--- config.mk ---
export PLATFORM = sky130hd
export DESIGN_NAME = htw_rem
export DESIGN_NICKNAME = d
export VERILOG_FILES = /design/src/rtl/hashed_timer_wheel_assert.svh /design/src/rtl/htw_pkg.sv /design/src/rtl/htw_rem.sv
export SDC_FILE = /design/constraint.sdc
export NUM_CORES = 1
export LEC_CHECK = 0
export BUFFER_PORTS_ARGS = -buffer_cell sky130_fd_sc_hd__buf_2
export CORE_MARGIN = 10
export CORE_UTILIZATION = 46
export CTS_CLUSTER_DIAMETER = 40
export DETAILED_ROUTE_END_ITERATION = 10
export GPL_TIMING_DRIVEN = 0
export PLACE_DENSITY = 0.85
export SLEW_MARGIN = 40
export SYNTH_ARGS = -nofsm -noshare
export SYNTH_HDL_FRONTEND = slang
export SYNTH_SLANG_ARGS = --single-unit
--- constraint.sdc ---
create_clock -name clk -period 1.6 [get_ports clk]
set_input_delay 0.24 -clock clk [delete_from_list [all_inputs] [get_ports clk]]
set_output_delay 0.24 -clock clk [all_outputs]
set_load 0.01 [all_outputs]
--- src/rtl/hashed_timer_wheel_assert.svh ---
// Assertion macros for the hashed timer wheel.
`ifndef HASHED_TIMER_WHEEL_ASSERT_SVH
`define HASHED_TIMER_WHEEL_ASSERT_SVH

// Implication checked in the same cycle.
`define HTW_ASSERT_NOW(lbl, ante, cons) \
	lbl: assert property (@(posedge clk) disable iff (!arst_n) (ante) |-> (cons)) \
		else $error("hashed_timer_wheel check failed");

// Implication checked in the following cycle.
`define HTW_ASSERT_NEXT(lbl, ante, cons) \
	lbl: assert property (@(posedge clk) disable iff (!arst_n) (ante) |=> (cons)) \
		else $error("hashed_timer_wheel check failed");

`endif

--- src/rtl/htw_pkg.sv ---
// Shared types and constants of the hashed timer wheel.
package htw_pkg;

	localparam int unsigned SLOT_COUNT_DEF  = 4096;
	localparam int unsigned ENTRY_COUNT_DEF = 64;

	typedef enum logic [2:0] {
		CMD_SET     = 3'd0,
		CMD_START   = 3'd1,
		CMD_REFRESH = 3'd2,
		CMD_REMOVE  = 3'd3,
		CMD_QUERY   = 3'd4,
		CMD_ROLL    = 3'd5
	} cmd_t;

	typedef enum logic [4:0] {
		ST_CLR,
		ST_IDLE,
		ST_MOD,
		ST_DISPATCH,
		ST_UL_RD,
		ST_UL_WR,
		ST_TMO_RD,
		ST_TMO_GOT,
		ST_LK_SLOT,
		ST_LK_RD,
		ST_LK_WR1,
		ST_LK_WR2,
		ST_Q_RD,
		ST_Q_CALC,
		ST_R_CHECK,
		ST_R_HEAD,
		ST_R_EXP,
		ST_R_END,
		ST_EMIT
	} state_t;

	typedef struct packed {
		logic [2:0]  command;
		logic [5:0]  entry_id;
		logic [15:0] timeout;
		logic [31:0] now;
	} in_item_t;

	typedef struct packed {
		logic        expired_valid;
		logic [5:0]  expired_entry;
		logic [6:0]  expired_count;
		logic [6:0]  active_count;
		logic [15:0] idle_ticks;
		logic [15:0] life_ticks;
		logic        last;
	} out_item_t;

endpackage

--- src/rtl/htw_rem.sv ---
// Remainder of a 32-bit value by the slot count, by reciprocal multiplication.
module htw_rem #(
	parameter int unsigned SLOT_COUNT = htw_pkg::SLOT_COUNT_DEF
) (
	input  logic                          clk,
	input  logic                          arst_n,
	input  logic                          start,
	input  logic [31:0]                   dividend,
	output logic                          done,
	output logic [$clog2(SLOT_COUNT)-1:0] rem
);
	import htw_pkg::*;

	localparam int unsigned SW    = $clog2(SLOT_COUNT);
	localparam int unsigned SH    = 32 + SW;
	localparam logic [63:0] RECIP = (64'd1 << SH) / 64'(SLOT_COUNT);
	localparam logic [16:0] RC_LO = RECIP[16:0];
	localparam logic [15:0] RC_HI = RECIP[32:17];

	logic [31:0]   x_q;
	logic [64:0]   acc_q;
	logic [SW:0]   r0_q;
	logic [SW-1:0] r_q;
	logic [1:0]    step_q;
	logic          busy_q;
	logic          done_q;
	logic [48:0]   p_lo;
	logic [47:0]   p_hi;
	logic [31:0]   quo;
	logic [31:0]   qm;
	logic [31:0]   diff;
	logic [SW-1:0] r_fix;

	// quotient estimate is exact or one low; one conditional subtract fixes it
	always_comb begin
		p_lo = x_q * RC_LO;
		p_hi = x_q * RC_HI;
		quo  = 32'(acc_q >> SH);
		qm   = 32'(quo * 32'(SLOT_COUNT));
		diff = x_q - qm;
		if (r0_q >= (SW+1)'(SLOT_COUNT)) begin
			r_fix = SW'(r0_q - (SW+1)'(SLOT_COUNT));
		end else begin
			r_fix = SW'(r0_q);
		end
	end

	always_ff @(posedge clk or negedge arst_n) begin
		if (!arst_n) begin
			busy_q <= 1'b0;
			done_q <= 1'b0;
			step_q <= '0;
		end else begin
			done_q <= busy_q && (step_q == 2'd3);
			if (start) begin
				busy_q <= 1'b1;
				step_q <= '0;
			end else if (busy_q) begin
				step_q <= step_q + 2'd1;
				if (step_q == 2'd3) begin
					busy_q <= 1'b0;
				end
			end
		end
	end

	always_ff @(posedge clk) begin
		if (start) begin
			x_q <= dividend;
		end
		if (busy_q) begin
			unique case (step_q)
				2'd0: acc_q <= {16'd0, p_lo};
				2'd1: acc_q <= acc_q + {p_hi, 17'd0};
				2'd2: r0_q <= diff[SW:0];
				2'd3: r_q <= r_fix;
			endcase
		end
	end

	assign done = done_q;
	assign rem  = r_q;

endmodule
Word level (Yosys, flattened, before mapping)

Index checks and enable logic that the tools add are counted.

Flip-flop bits (word level): 126
Input port bits: 35
Output and inout port bits: 13

Add/sub/neg operators: 4
Order comparisons: 1
Eq/ne operators: 3
Mux-type cells: 7
Reductions and logical operators: 7

Operators with widths:

| operator                                                   | number |
|---|---|
| case mux 65 bit (2 select lines)                           | 1 |
| adder 65 x 64 -> 65 bit                                    | 1 |
| greater-or-equal comparator 13 bit (second input constant) | 1 |
| subtractor 13 bit                                          | 1 |
| two-way mux 12 bit                                         | 1 |
| subtractor 12 x 1 -> 12 bit (second input constant)        | 1 |
| AND reduction 2 bit                                        | 3 |
| == test 2 bit (second input constant)                      | 2 |
| two-way mux 2 bit                                          | 2 |
| nonzero test 2 bit                                         | 2 |
| two-way mux 1 bit                                          | 3 |
| adder 2 x 1 -> 2 bit (second input constant)               | 1 |
| == test 2 x 1 -> 1 bit (second input constant)             | 1 |
| logical NOT 2 bit                                          | 1 |
| logical AND 1 bit                                          | 1 |

Depth between registers and ports, before layout

Word-level depth: 4
Mapped depth: 4
Gate-level depth less buffers: 4

Worst setup path before layout

No wires, ideal clock.

Kind: reg2reg
Start: reg step_q[0]
End: reg r0_q[0], enable pin
Arrival: 0.921 ns
Data required time: 1.245 ns
Slack: 0.324 ns
Stages on the path, launching flop included: 4
Buffers on the path: 0
Path through: dfrtp_1 -> inv_1 -> ha_1 -> and2_1

Longest elaborated chain between the ends: 2

Ends and longest elaborated chain:

| what                          | RTL line      | RTL |
|---|---|---|
| start: declaration            | htw_rem.sv:24 | `logic [1:0] step_q;` |
| start signal: assignment      | htw_rem.sv:59 | `step_q <= step_q + 2'd1;` |
| == test 2 bit                 | htw_rem.sv:72 | `unique case (step_q)` |
| AND reduction 2 bit (no line) | n/a           |  |
| end signal: assignment        | htw_rem.sv:75 | `2'd2: r0_q <= diff[SW:0];` |
| end: declaration              | htw_rem.sv:22 | `logic [SW:0] r0_q;` |

No other way between the ends.
A chain may end at the register's enable or synchronous reset.

Worst setup path in the final report

Start: reg step_q[0]
End: reg r0_q[4], enable pin

Same word-level chain as after synthesis.

==> impl_summary.log <==
[metrics] status: finished clean
[metrics] Worst Slack Setup Final: 235.7 ps
[metrics] leading post-synthesis cells by instance count: 36 x sky130_fd_sc_hd__edfxtp_1, 4 x sky130_fd_sc_hd__dfrtp_1
[metrics] critical-path cell with the highest stage delay: sky130_fd_sc_hd__dfrtp_1
[metrics] net switching share of the total power: between 10% and 20%
[metrics] synthesized net count: ~90
[metrics] share of the core filled with cells in the final layout: ~60%
[metrics] Inserted Clock Buffers: 5
[metrics] Post-CTS Hold Buffers: 1
[metrics] Max FO, Critical Path: 12
[metrics] share of total power in the clock network: 29.6%
[metrics] post-CTS repair timing setup buffer count: 0
[metrics] Synth Instances: 52
[metrics] core region area: 0.002545 mm^2
[metrics] first drt pass iteration count: 2
[metrics] share of async-settable or async-resettable flops after synthesis: ~10%
[metrics] post-synthesis sequential element count: 40
[metrics] Placement Rows: 18
[metrics] Chip Width: a little over 70 um
[metrics] critical path data required time: 1580 ps
[metrics] number of global-route vias before repair: between 500 and 600
[metrics] Final Hold Violating Endpoints: 0
[metrics] max-cap viol count: 0
[metrics] effective utilization at floorplan: 49.66%
[metrics] unrepaired setup endpoints after global routing: false
[metrics] number of placed I/O pins: 48
[metrics] final worst clock skew: between 7 and 8 ps
[metrics] depth of the most critical reg-to-reg path: 3
[metrics] aggregate negative setup slack: 0 ps
[metrics] cell chain of the critical path: inv_1 > ha_1 > and2_1
[metrics] clock slew at the register clock pins of the worst setup and hold paths: approximately 90 ps
[metrics] min Tclk post-route: 1364 ps
[metrics] net total in the final layout: between 100 and 150
[metrics] Sequential Power Share: roughly 64%
[metrics] DR vias/cell: around 4.3
[metrics] cell at the root of the clock tree: sky130_fd_sc_hd__clkbuf_4
[metrics] data arrival at the endpoint of the critical path: 1340 ps
[metrics] global route overflow: 0
[metrics] Die Outline Area: 0.005244 mm^2
[metrics] Post-DP Area: roughly 0.0014 mm^2
[metrics] number of DRC markers after the initial detailed-route iteration: 14
[metrics] die boundary height: slightly above 70 um
[metrics] Pint: 1643 uW
[metrics] largest area contributor in the synthesized netlist: sky130_fd_sc_hd__edfxtp_1
[metrics] Avg WL per Cell: 11.31 um
[metrics] Synth top area share: 85.54%
[metrics] Distinct cells, synth: 10
[metrics] switching power: approximately 370 uW
[metrics] kind of critical path: reg -> reg
[metrics] worst vdd rail ir drop: ~0.00094 V
[metrics] worst hold path stage count: 1
[metrics] number of warnings printed during yosys synthesis: 0
[metrics] power per cell area: ~1300 mW/mm^2
[metrics] antenna violations before repair: 0
[metrics] most common flop cell mapped by yosys: sky130_fd_sc_hd__edfxtp_1
[metrics] first-pass GRT wire length: about 2300 um
[metrics] Crit. End Element: register
[metrics] remaining design rule violation count: 0
[metrics] type of element launching the critical path: register
[metrics] slew at the pin closest to its max-slew limit: around 500 ps
[metrics] number of flops mapped to enable cells by yosys: 36
[metrics] P_leak: between 0.0005 and 0.0006 uW
[metrics] proportion of synthesized chip area in sequential cells: 93.47%
[metrics] largest net degree at the start of global routing: 16
[metrics] clock insertion delay at the later pin of the skew report: roughly 320 ps
[metrics] combinational share of power: under 10%
[metrics] Fmax: roughly 730 MHz
[metrics] Diodes inserted: 0
[metrics] netlist area before placement: approximately 0.0013 mm^2
[metrics] antenna violation net count after detailed routing: 0
[metrics] clock tree from TritonCTS: built
[metrics] total clock sinks: 40
[metrics] fill cell instance count of the final layout: about 200
[metrics] layout cell share with drive strength beyond 1: between 30 and 40%
[metrics] Resize count post-CTS: 0
[metrics] Max Slew Vio Count: 0
[metrics] most frequent cell after synthesis: sky130_fd_sc_hd__edfxtp_1
[metrics] Post-Synthesis Mean Instance Area: between 20 and 25 um^2
[metrics] deepest level of the CTS H-tree: 2
[metrics] Tightest Hold Check Type: in -> reg
[metrics] cell count after placement: roughly 110
[metrics] Design Area, Final: 0.001523 mm^2
[metrics] Slew HR: between 60% and 70%
[metrics] vias post-DR: approximately 500
[metrics] final instance count without filler cells: approximately 120
[metrics] peak per-stage delay on the critical path: approximately 420 ps
[metrics] post-detail-place hpwl: 1073 um
[metrics] synth top area cells: sky130_fd_sc_hd__edfxtp_1 86%, sky130_fd_sc_hd__dfrtp_1 7.9%, sky130_fd_sc_hd__ha_1 2.0%
[metrics] ratio of final minimum period to clock period: between 80 and 90%
[metrics] final count of negative-setup-slack endpoints: 0
[metrics] Global Route Usage Sum: between 5 and 6%
[metrics] number of buffers on the longest clock path: 2
[metrics] wire length reported by the detailed router: 1335 um
[metrics] port buffer count: 27
[metrics] final weighted congestion in routability-driven placement: roughly 0.65
[metrics] area growth from synthesis to layout: 20.50%
[metrics] worst slack at placement: between 200 and 250 ps
## power groups by stage
stage	clock, uW	combinational [uW]	sequential (uW)
detailed placement	0	128	1320
global placement	0	122	1310
CTS	622	129	1300
global route	672	143	1310
floorplan	0	57.7	1330
finish	598	125	1290
## area by class of cell
class | instances | area (um^2) | area share (%)
Inverter | 2 | 7.507 | 0.4930
Multi-Input combinational cell | 10 | 75.07 | 4.930
Sequential cell | 40 | 1181 | 77.57
Timing Repair Buffer | 28 | 145.1 | 9.532
Clock inverter | 2 | 35.03 | 2.301
Clock buffer | 6 | 41.29 | 2.712
Tap cell | 30 | 37.54 | 2.465
## registers in the layout (all words and copies together), names as in the netlist
| register | cells |
|---|---|
| busy_q | 1 |
| r0_q | 12 |
| step_q | 2 |
| x_q | 12 |
| done | 1 |
| rem | 12 |
## worst max-delay path: cells and delay by family (launching register included)
kind / cells / cell delay [ps]
adders and majority gates: 1 / 130
and+or+nand+nor: 1 / 400
DFF: 1 / 420
buffers and inverters: 1 / 70
## path summary, 6_finish.rpt
check | startpoint | to | slack, ps
worst max-delay path | step_q[0] | r0_q[4] | 240
min in group asynchronous | arst_n | done | 240
worst min register to register | x_q[9] | r0_q[9] | 420
max in group asynchronous | arst_n | step_q[1] | 1240
worst min-delay path | dividend[7] | x_q[7] | 90
worst max register to register | step_q[0] | r0_q[4] | 240
## metal layers
metal | vias to the layer above | global-route usage (%) | part of all wire (%)
met5 | - | 0 | 0
met4 | 0 | 3.165 | 0.60
met3 | 2 | 4.082 | 7.5
met2 | 23 | 7.969 | 43
met1 | 221 | 6.365 | 49
li1 | 265 | - | -
## through the flow
stage / hold WS, ps / power [uW]
detailed placement: 50.95 / 1447
CTS: 68.52 / 2047
global placement: 45.03 / 1436
floorplan: -55.59 / 1383
global route: 52.16 / 2121
finish: 87.75 / 2017
## cell families (layout without fill, tap and decap cells)
kind of cell	after synthesis	in the layout	share of synthesized area (%)
AOI/OAI and AO/OA	2	2	0.9899
xor gates and xnor gates	1	1	0.6932
adders and majority gates	2	2	1.980
buffers and inverters	2	38	0.5943
DFF	40	40	93.47
and+or+nand+nor	5	5	2.277
## layout by cell type (no fill, tap or decap), drive strengths merged
master	Yosys	final
a21o	1	1
a21oi	1	1
and2	2	2
buf	0	27
bufinv	0	1
clkbuf	0	6
clkinv	0	1
dfrtp	4	4
dlygate4sd3	0	1
edfxtp	36	36
ha	2	2
inv	2	2
nand2b	2	2
nor2	1	1
xnor2	1	1
Power figures use the tool's default switching activity.
